<file path="config.mk">
export PLATFORM = sky130hd
export DESIGN_NAME = video_line_timing_top
export DESIGN_NICKNAME = d
export VERILOG_FILES = /design/src/rtl/vlt_pkg.sv /design/src/rtl/video_line_timing_top.sv
export SDC_FILE = /design/constraint.sdc
export NUM_CORES = 1
export LEC_CHECK = 0
export ABC_CLOCK_PERIOD_IN_PS = 5650
export BUFFER_PORTS_ARGS = -buffer_cell sky130_fd_sc_hd__buf_2
export CORE_MARGIN = 3
export CORE_UTILIZATION = 62
export CTS_CLUSTER_SIZE = 25
export DETAILED_ROUTE_END_ITERATION = 10
export PLACE_DENSITY_LB_ADDON = 0.05
export SETUP_SLACK_MARGIN = 0.2
export SYNTH_ARGS = -nofsm -noshare
export SYNTH_HDL_FRONTEND = slang
export SYNTH_SLANG_ARGS = --single-unit
</file>
<file path="constraint.sdc">
create_clock -name clk -period 5.65 [get_ports clk]
set_input_delay 0.8475 -clock clk [delete_from_list [all_inputs] [get_ports clk]]
set_output_delay 0.8475 -clock clk [all_outputs]
set_load 0.005 [all_outputs]
</file>
<file path="src/rtl/vlt_pkg.sv">
// video line timing: shared constants, register indexes and stream payload layout
// used by the top level and by its port checker; no dependencies
`default_nettype none

package vlt_pkg;

  localparam int DOT_W   = 12;
  localparam int LINE_W  = 8;
  localparam int ELAP_W  = 10;
  localparam int CFG_W   = 8;
  localparam int IN_W    = 16;
  localparam int RES_W   = 24;

  localparam logic [DOT_W-1:0]  DRAW_END    = DOT_W'(960);
  localparam logic [DOT_W-1:0]  LINE_END    = DOT_W'(1232);
  localparam logic [LINE_W-1:0] VBLANK_LINE = LINE_W'(160);
  localparam logic [LINE_W-1:0] FRAME_LINES = LINE_W'(228);

  typedef enum logic [1:0] {
    REG_LINE_IRQ_EN   = 2'd0,
    REG_LINE_COMPARE  = 2'd1,
    REG_VBLANK_IRQ_EN = 2'd2,
    REG_HBLANK_IRQ_EN = 2'd3
  } reg_index_t;

  // last field in the lowest bits
  typedef struct packed {
    logic [6:0]        pad;
    logic              draw_buffer;
    logic              line_start;
    logic              hblank_dma;
    logic              vblank_dma;
    logic              hblank_irq;
    logic              vblank_irq;
    logic              line_match_irq;
    logic              in_vblank;
    logic              in_hblank;
    logic [LINE_W-1:0] line_now;
  } result_t;

endpackage

`default_nettype wire

</file>
<file path="src/rtl/video_line_timing_top.sv">
// video line timing: dot and line counters with blank flags, dma and irq pulses
// depends on vlt_pkg
`default_nettype none

// Takes one request per cycle while the output is not stalled, each carrying the cycles
// elapsed since the last one, adds it to the dot counter and returns one result giving the
// line, the blank flags, the frame buffer index and the pulses raised by that step.
// Sustained rate is one request per clock while m_tready holds: a request is
// held in the input register, the counter update is combinational into the result
// register, so the result is offered once the request has passed both registers,
// and the counter state feeds back on each accepted step. Each register holds one entry:
// while a result waits, the input register still takes one request, and once
// both are full s_tready follows m_tready.
module video_line_timing_top (
  input  wire logic                      clk,
  input  wire logic                      rst,
  // s_tdata: [9:0] elapsed_cycles
  input  wire logic                      s_tvalid,
  output logic                           s_tready,
  input  wire logic [vlt_pkg::IN_W-1:0]  s_tdata,
  // m_tdata: [7:0] line_now, [8] in_hblank, [9] in_vblank, [10] line_match_irq,
  // [11] vblank_irq, [12] hblank_irq, [13] vblank_dma, [14] hblank_dma,
  // [15] line_start, [16] draw_buffer
  output logic                           m_tvalid,
  input  wire logic                      m_tready,
  output logic [vlt_pkg::RES_W-1:0]      m_tdata,
  input  wire logic                      cfg_we,
  input  wire logic [1:0]                cfg_index,
  input  wire logic [vlt_pkg::CFG_W-1:0] cfg_data
);
  import vlt_pkg::*;

  logic              line_irq_en;
  logic [LINE_W-1:0] line_compare;
  logic              vblank_irq_en;
  logic              hblank_irq_en;

  logic              in_valid;
  logic [ELAP_W-1:0] in_elapsed;

  logic [DOT_W-1:0]  dot_count, dot_count_next;
  logic [LINE_W-1:0] line_count, line_count_next;
  logic              hblank_active, hblank_active_next;
  logic              vblank_active, vblank_active_next;
  logic              buffer_index, buffer_index_next;

  result_t           res, res_next;
  logic              res_valid;
  logic              advance;
  logic [DOT_W-1:0]  dot_sum;
  logic [LINE_W-1:0] line_inc;
  logic              wrap_line;

  assign advance  = !res_valid || m_tready;
  assign s_tready = !in_valid || advance;
  assign m_tvalid = res_valid;
  assign m_tdata  = res;

  always_ff @(posedge clk) begin
    if (rst) begin
      line_irq_en   <= 1'b0;
      line_compare  <= '0;
      vblank_irq_en <= 1'b0;
      hblank_irq_en <= 1'b0;
    end else if (cfg_we) begin
      case (reg_index_t'(cfg_index))
        REG_LINE_IRQ_EN:   line_irq_en   <= cfg_data[0];
        REG_LINE_COMPARE:  line_compare  <= cfg_data[LINE_W-1:0];
        REG_VBLANK_IRQ_EN: vblank_irq_en <= cfg_data[0];
        REG_HBLANK_IRQ_EN: hblank_irq_en <= cfg_data[0];
        default: ;
      endcase
    end
  end

  always_ff @(posedge clk) begin
    if (rst) begin
      in_valid <= 1'b0;
    end else if (s_tready) begin
      in_valid <= s_tvalid;
    end
  end

  always_ff @(posedge clk) begin
    if (s_tready && s_tvalid) begin
      in_elapsed <= s_tdata[ELAP_W-1:0];
    end
  end

  always_comb begin
    dot_sum   = dot_count + DOT_W'(in_elapsed);
    wrap_line = dot_sum > LINE_END;
    line_inc  = line_count + LINE_W'(1);

    dot_count_next     = wrap_line ? dot_sum - LINE_END : dot_sum;
    line_count_next    = wrap_line ? line_inc : line_count;
    hblank_active_next = hblank_active;
    vblank_active_next = vblank_active;
    buffer_index_next  = buffer_index;

    res_next                = '0;
    res_next.line_match_irq = line_irq_en && (line_compare == line_count);

    if (line_count >= VBLANK_LINE) begin
      if (!vblank_active) begin
        vblank_active_next  = 1'b1;
        res_next.vblank_irq = vblank_irq_en;
        res_next.vblank_dma = 1'b1;
      end
      hblank_active_next = dot_sum > DRAW_END;
      // frame wrap looks at the line after this step's advance
      if (line_count_next >= FRAME_LINES) begin
        line_count_next    = '0;
        vblank_active_next = 1'b0;
        buffer_index_next  = !buffer_index;
      end
    end else if (dot_sum <= DRAW_END) begin
      if (hblank_active) begin
        hblank_active_next  = 1'b0;
        res_next.line_start = 1'b1;
      end
    end else begin
      if (!hblank_active) begin
        hblank_active_next  = 1'b1;
        res_next.hblank_dma = 1'b1;
        res_next.hblank_irq = hblank_irq_en;
      end
    end

    res_next.line_now    = line_count_next;
    res_next.in_hblank   = hblank_active_next;
    res_next.in_vblank   = vblank_active_next;
    res_next.draw_buffer = buffer_index_next;
  end

  always_ff @(posedge clk) begin
    if (rst) begin
      dot_count     <= '0;
      line_count    <= '0;
      hblank_active <= 1'b0;
      vblank_active <= 1'b0;
      buffer_index  <= 1'b0;
      res_valid     <= 1'b0;
    end else if (advance) begin
      res_valid <= in_valid;
      if (in_valid) begin
        dot_count     <= dot_count_next;
        line_count    <= line_count_next;
        hblank_active <= hblank_active_next;
        vblank_active <= vblank_active_next;
        buffer_index  <= buffer_index_next;
      end
    end
  end

  always_ff @(posedge clk) begin
    if (advance && in_valid) begin
      res <= res_next;
    end
  end

endmodule

`default_nettype wire

</file>
# Yosys cells after proc, flatten, opt, wreduce, memory -nomap -nowiden
# Index checks and enable logic that the tools add are counted.
classes:
  addsub: 3
  n_mul: 0
  div_mod_pow: 0
  order_cmp: 5
  eq_ne: 4
  n_shift: 0
  mux: 13
  n_bitwise: 2
  reduce_logical: 18
ops:
  columns: ["op", "n"]
  rows:
  - ["$mux W8", 3]
  - ["$ge A8 B8 Y1 const B", 2]
  - ["$add A12 B10 Y12", 1]
  - ["$gt A12 B10 Y1 const B", 1]
  - ["$gt A12 B11 Y1 const B", 1]
  - ["$le A12 B10 Y1 const B", 1]
  - ["$mux W12", 1]
  - ["$sub A12 B11 Y12 const B", 1]
  - ["$reduce_and A2 Y1", 5]
  - ["$mux W1", 9]
  - ["$add A8 B1 Y8 const B", 1]
  - ["$eq A8 B8 Y1", 1]
  - ["$reduce_or A2 Y1", 3]
  - ["$eq A2 B2 Y1 const B", 2]
  - ["$logic_and A1 B1 Y1", 3]
  - ["$logic_not A1 Y1", 3]
  - ["$reduce_or A3 Y1", 1]
  - ["$eq A2 B1 Y1 const B", 1]
  - ["$logic_not A2 Y1", 1]
  - ["$logic_or A1 B1 Y1", 2]
  - ["$not A1 Y1", 2]
word_totals:
  ff_bits: 63
  latchBits: 0
  ram_bits: 0
  rom_bits: 0
  output_inout_bits: 26
  word_cells: 67
  memories: 0

# Longest topological paths before layout
# Gate-level depths: netlist (run 1).
logic_depth:
  depth_word: 6
  depth_mapped: 16
  ltp_nobuf: 15

# Worst setup path before layout (run 1)
# Ideal clock, no wire load.
synth_path:
  path_kind: "reg-to-reg"
  start: "reg in_elapsed[0]"
  end: "reg buffer_index"
  setup_ns: 0.123
  arrival_time_ns: 3.479
  required_time_ns: 5.527
  slack_ns: 2.048
  stages_incl_launch_ff: 17
  n_path_buf: 1
  synth_period_minus_slack_ns: 3.602
  cell_sequence: "edfxtp_1 -> ha_1 -> inv_1 -> fa_1 -> nor2b_1 -> o21a_1 -> nor2_1 -> xnor2_1 -> inv_1 -> ha_1 -> a41o_1 -> o211a_1 -> nor4_1 -> and3b_1 -> buf_6 -> nor4_4 -> mux2_1"
synth_between:
  elab_chain_len: 6
synth_rtl:
  columns: ["item", "line", "source"]
  rows:
  - ["from (decl)", "video_line_timing_top.sv:39", "logic [ELAP_W-1:0] in_elapsed;"]
  - ["from (signal assigned)", "video_line_timing_top.sv:86", "in_elapsed <= s_tdata[ELAP_W-1:0];"]
  - ["$add A12 B10 Y12", "video_line_timing_top.sv:91", "dot_sum = dot_count + DOT_W'(in_elapsed);"]
  - ["$gt A12 B11 Y1", "video_line_timing_top.sv:92", "wrap_line = dot_sum > LINE_END;"]
  - ["$mux W8", "video_line_timing_top.sv:96", "line_count_next = wrap_line ? line_inc : line_count;"]
  - ["$ge A8 B8 Y1", "video_line_timing_top.sv:112", "if (line_count_next >= FRAME_LINES) begin"]
  - ["$mux W1", "video_line_timing_top.sv:112", null]
  - ["$mux W1", "video_line_timing_top.sv:104", "if (line_count >= VBLANK_LINE) begin"]
  - ["to (signal assigned)", "video_line_timing_top.sv:151", "buffer_index <= buffer_index_next;"]
  - ["to (decl)", "video_line_timing_top.sv:45", "logic buffer_index, buffer_index_next;"]
# No other way between the ends.
# A chain may end at the register's enable or synchronous reset.

# Worst setup path after layout (run 1)
layout_path:
  start: "reg dot_count[0]"
  end: "reg buffer_index"
layout_between:
  elab_chain_len: 6
layout_rtl:
  columns: ["item", "line", "source"]
  rows:
  - ["from (decl)", "video_line_timing_top.sv:41", "logic [DOT_W-1:0] dot_count, dot_count_next;"]
  - ["from (signal assigned)", "video_line_timing_top.sv:147", "dot_count <= dot_count_next;"]
  - ["$add A12 B10 Y12", "video_line_timing_top.sv:91", null]
  - ["$gt A12 B11 Y1", "video_line_timing_top.sv:92", null]
  - ["$mux W8", "video_line_timing_top.sv:96", null]
  - ["$ge A8 B8 Y1", "video_line_timing_top.sv:112", null]
  - ["$mux W1", "video_line_timing_top.sv:112", null]
  - ["$mux W1", "video_line_timing_top.sv:104", null]
# No other way between the ends.

==> reports/metrics.yaml, run 1 <==
die_area_um2: 6930
finalPower_mw: 1.24
p_seq_share_pct: 42.2
place_area_um2: 3900
fin_area_um2: 4090
combinationalPowerShare_pct: 27.5
clockBufferDepth: 2
ys_async_sr_fraction_pct: 0
cts_max_level: 3
synthFlopType: "dfxtp_1"
drt_first_pass_iters: 4
ys_seq_area_share_pct: 41.4
num_vias: 2958
period_share_pct: 72.5
maxSlewViolCount: 0
swShare_pct: 34.0
nets: 478
yosysWarningCount: 0
synth_edf_count: 27
grt_pass1_wl_um: 13300
slew_headroom_pct: 50.4
fin_crit_ns: 4.10
cts_made_buffers: 9
cts_setup_buffers: 0
cts_hold_buf: 0
rows: 27
io_pins: 57
port-buffer-count: 43
grt_max_degree: 44
diodes: 0
synth_area_leaders: "edfxtp_1 (22%), dfxtp_1 (19%), nor2_1 (5.5%), ha_1 (5.1%), mux2i_1 (4.3%)"
first_iter_violations: 214
drive_gt1_share_pct: 17.2
synth_commonest_cells: "nor2_1 (54), dfxtp_1 (36), nand2_1 (28), edfxtp_1 (27), mux2i_1 (16)"
synthSimpleGateAreaFrac_pct: 20.2
placed_cells: 492
clock_skew_ns: 0.0128
place.detailed.hpwl_um: 5550
worst_ep_required_time_ns: 5.88
synth_seq_cells: 63
ir_drop_mv: 0.258
core_area_um2: 5640
synth_top_area_share_pct: 21.9
cp_max_fo: 8
antenna_found_initial: 0
p_leak_nw: 1.74
worstSetupStartpointType: "flop"
place_ws_ns: 1.59
cts.sinks: 63
finalSetupTns_ns: 0
yosys.area.top_type: "edfxtp_1"
path_clk_slew_ns: 0.07
synth.most_common_cell: "nor2_1"
synth_top_family_by_area: "simple AND/OR/NAND/NOR gates"
internal-power_uw: 816
postSynthAreaPerCell_um2: 9.34
switchingPower_uw: 421
tightest_slew_ns: 0.745
clkPwrFrac_pct: 30.3
die_y_um: 83.2
grt-ovfl-total: 0
area.growth.synth_to_final_pct: 10.6
finalWorstSetupSlack_ns: 1.55
gp_congestion: 0.950
cts_tree: "built"
grt_usage_pct: 23.7
wl_per_cell_um: 15.5
crit_arrival_ns: 4.33
worstSkewPairLatency_ns: 0.36
hp-class: "flop to flop"
grt_pass1_vias: 2804
criticalPathCategory: "flop to flop"
vias_per_cell: 5.82
detail_route.wirelength_um: 7860
ys_types: 65
crit_path_end_kind: "flop"
die_w_um: 83.2
clock-root-buffer: "clkbuf_8"
cellPowerDensity_nw_per_um2: 302
synthCells: 396
cts_resized: 0
rsz0062_at_grt: "false"
status: "complete, no violations"
maxCapViolations: 0
start_util_pct: 65.5
syn_area_um2: 3700
stdcell_count: 508
max_freq_mhz: 244
synth_mux_area_share_pct: 4.94
synth-compound-area-share_pct: 16.5
drc: 0
synth_fa_ha_area_share_pct: 5.62
finalHoldViolations: 0
synthXorXnorAreaFrac_pct: 5.89
ant_nets: 0
setup_viol: 0
-- final timing paths --
| check | to | slack, ns | cells after the start | start |
|---|---|---|---|---|
| max | buffer_index | 1.55 | 15 | dot_count[0] |
| min | dot_count[4] | 0.46 | 2 | dot_count[4] |
| max reg2reg | buffer_index | 1.55 | 15 | dot_count[0] |
| min reg2reg | dot_count[4] | 0.46 | 2 | dot_count[4] |
-- per-layer routing --
| layer | vias up | track usage (%) | part of all wire (%) |
|---|---|---|---|
| met4 | 0 | 9.06 | 1.7 |
| met3 | 12 | 5.16 | 6.7 |
| met2 | 96 | 38.1 | 47 |
| met1 | 1366 | 31.3 | 45 |
| li1 | 1484 | - | - |
| met5 | - | 0 | 0 |
-- cell usage in the layout (no fill, tap or decap), types with 9 or more instances in the layout --
| cell type | count |
|---|---|
| xnor2_1 | 9 |
| buf_2 | 43 |
| dfxtp_1 | 36 |
| inv_1 | 13 |
| xor2_1 | 14 |
| ha_1 | 15 |
| nand2_1 | 28 |
| a21oi_1 | 13 |
| clkbuf_8 | 10 |
| nor2_1 | 54 |
| edfxtp_1 | 27 |
| o21ai_0 | 11 |
| mux2i_1 | 16 |
| nor3_1 | 9 |
-- registers in the layout, indices dropped and copies added, names as in the netlist --
signal and cells:
line_compare 8, vblank_active 1, line_irq_en 1, line_count 8
in_valid 1, buffer_index 1, in_elapsed 10, vblank_irq_en 1
hblank_active 1, m_tdata 17, m_tvalid 1, dot_count 12
hblank_irq_en 1
-- power by group through the flow --
stage | Sequential, mW | Clock, mW | Combinational [mW]
after floorplan | 0.530 | 0 | 0.255
after global placement | 0.531 | 0 | 0.325
after detailed placement | 0.532 | 0 | 0.334
after CTS | 0.522 | 0.382 | 0.337
after global routing | 0.526 | 0.401 | 0.376
final | 0.522 | 0.374 | 0.340
-- logic make-up (layout without fill, tap and decap cells) --
family / after synthesis / after routing
fa+ha+maj: 16 / 16
mux: 18 / 18
simple gates: 149 / 149
flops: 63 / 63
compound gates: 83 / 83
buf+inv: 42 / 76
xor+xnor: 24 / 24
other cells: 1 / 7
-- per-stage QoR --
stage          util [%]  hold WS (ns)
2_1_floorplan         -         0.436
3_3_place_gp       69.2         0.444
3_5_place_dp       69.2         0.450
4_1_cts            72.5         0.460
5_1_grt            72.5         0.484
6_report           72.5         0.460
-- worst max-delay path, cell delays in order (launching register included) --
cell	delay, ns
dfxtp_1	0.34
ha_1	0.19
inv_1	0.06
fa_1	0.40
nor2b_1	0.22
o21a_1	0.14
nor2_1	0.04
xnor2_1	0.33
inv_1	0.14
ha_1	0.24
a41o_1	0.23
o211a_1	0.28
nor4_1	0.21
and3b_1	0.33
nor4_4	0.46
mux2_1	0.37
-- final cells by class --
cell class | instances | area, um2
clock buffer | 10 | 138
clock inverter | 6 | 47.5
fill | 421 | 1550
inverter | 14 | 52.6
multi-input combinational | 297 | 1990
sequential | 63 | 1530
tap | 72 | 90.1
timing repair buffer | 46 | 238
(Power assumes the default switching activity.)
==> run 2, diff against run 1 <==
--- a/config.mk
+++ b/config.mk
@@ -5,10 +5,10 @@
 export SDC_FILE = /design/constraint.sdc
 export NUM_CORES = 1
 export LEC_CHECK = 0
-export ABC_CLOCK_PERIOD_IN_PS = 5650
+export ABC_CLOCK_PERIOD_IN_PS = 4059
 export BUFFER_PORTS_ARGS = -buffer_cell sky130_fd_sc_hd__buf_2
 export CORE_MARGIN = 3
-export CORE_UTILIZATION = 62
+export CORE_UTILIZATION = 57
 export CTS_CLUSTER_SIZE = 25
 export DETAILED_ROUTE_END_ITERATION = 10
 export PLACE_DENSITY_LB_ADDON = 0.05
==> constraint.sdc (replaced) <==
create_clock -name clk -period 4.06 [get_ports clk]
set_input_delay 0.609 -clock clk [delete_from_list [all_inputs] [get_ports clk]]
set_output_delay 0.609 -clock clk [all_outputs]
set_load 0.005 [all_outputs]
==> reports/metrics.yaml, run 2 (same netlist as run 1, synthesis figures left out) <==
start_util_pct: 60.7
worst_ep_required_time_ns: 4.30
maxSlewViolCount: 0
num_vias: 3031
clock-root-buffer: "clkbuf_8"
rsz0062_at_grt: "true"
final_cell_mix: "nor2_1 (54), buf_2 (43), dfxtp_1 (36)"
utilization_pct: 68.8
swShare_pct: 32.6
ant_nets: 0
grt_pass1_vias: 2792
cellPowerDensity_nw_per_um2: 427
vias_per_cell: 5.85
path_clk_slew_ns: 0.08
grt_usage_pct: 22.6
cts.sinks: 63
fill_cells: 509
worstSetupStartpointType: "flop"
detail_route.wirelength_um: 8000
max_freq_mhz: 275
largest_reg_flops: 17
combinationalPowerShare_pct: 27.9
criticalPathCategory: "flop to flop"
nets: 485
finalHoldViolations: 0
cts_max_level: 3
diodes: 0
first_iter_violations: 248
switchingPower_uw: 585
grt_pass1_wl_um: 13400
cts_tree: "built"
wl_per_cell_um: 15.5
tightest_slew_ns: 0.773
die_w_um: 86.5
p_leak_nw: 1.78
die_y_um: 86.5
worstSkewPairLatency_ns: 0.34
place_ws_ns: 0.321
p_seq_share_pct: 40.6
gp_congestion: 0.876
crit_arrival_ns: 3.88
hold_slack_ns: 0.438
fin_area_um2: 4190
clkPwrFrac_pct: 31.6
period_share_pct: 89.7
setup_viol: 0
ir_drop_mv: 0.305
area.growth.synth_to_final_pct: 13.4
worstPathCellList: "ha_1 -> a211oi_2 -> o21a_1 -> xnor2_1 -> inv_1 -> ha_1 -> a41o_1 -> o211a_1 -> nor4_1 -> and3b_2 -> nor4_4 -> mux2_1"
drt_first_pass_iters: 5
io_pins: 57
maxCapViolations: 0
internal-power_mw: 1.21
grt_max_degree: 44
hp-class: "primary input to flop"
port-buffer-count: 43
stdcell_count: 518
place_area_um2: 3950
antenna_found_initial: 0
placed_cells: 500
finalPower_mw: 1.79
drc: 0
cts_made_buffers: 9
clock_skew_ns: 0.0120
slew_headroom_pct: 48.5
drive_gt1_share_pct: 19.0
finalSetupTns_ns: 0
path_common_cell: "ha_1"
clockBufferDepth: 2
crit_path_end_kind: "flop"
fin_crit_ns: 3.64
critPathMaxStageDelay_ns: 0.41
finalWorstSetupSlack_ns: 0.417
layout_commonest_cell: "nor2_1"
slowest_stage: "edfxtp_1"
place.detailed.hpwl_um: 5690
core_area_um2: 6100
rows: 28
status: "complete, no violations"
die_area_um2: 7490
cp_max_fo: 8
grt-ovfl-total: 0
## run 2: cell count changes in the layout (fill, tap and decap cells not counted), moves of 2 or more
cell	previous run	this run
inv_4	2	0
inv_6	4	1
buf_4	3	9
clkinvlp_4	0	2
## run 2: routing by layer
layer / wire [um] / GRT usage [%]
met5: 0 / 0
met4: 133 / 5.95
met3: 478 / 5.51
met2: 3630 / 35.5
met1: 3760 / 31.2
## run 2: final cells by class
class	instances	area [um2]	area share (%)
inverter	14	52.6	1.25
timing repair buffer	53	303	7.22
sequential	63	1530	36.5
tap	75	93.8	2.24
clock inverter	6	67.6	1.61
multi-input combinational	297	2010	47.9
clock buffer	10	138	3.28
## run 2: worst paths after layout
kind	start	end	slack [ns]	cells past startpoint
worst max-delay path	in_elapsed[1]	buffer_index	0.42	12
worst min-delay path	s_tdata[8]	in_elapsed[8]	0.44	1
worst max register to register	in_elapsed[1]	buffer_index	0.42	12
worst min register to register	dot_count[4]	dot_count[4]	0.46	2
## run 2: repair_timing
action                                  4_1_cts  5_1_grt
resized for setup                             0        4
endpoints found under the hold margin         0        0
endpoints found under the setup margin        0       18
setup buffers                                 0        2
hold buffers                                  0        0
## run 2: power groups by stage
stage | Clock, mW | Sequential [mW] | Combinational [mW]
after detailed placement | 0 | 0.741 | 0.487
after floorplan | 0 | 0.738 | 0.355
after CTS | 0.575 | 0.727 | 0.494
after global routing | 0.602 | 0.731 | 0.553
after global placement | 0 | 0.739 | 0.476
final | 0.566 | 0.727 | 0.500
## run 2: worst max-delay path, delay by kind of cell, from the launching register on
kind                     cells  cell delay (ns)
AO/OA/AOI/OAI                4             1.07
XOR/XNOR                     1             0.18
adder cells (fa/ha/maj)      2             0.59
buffers and inverters        1             0.13
flip-flops                   1             0.41
multiplexers                 1             0.34
AND/OR/NAND/NOR              3             0.84
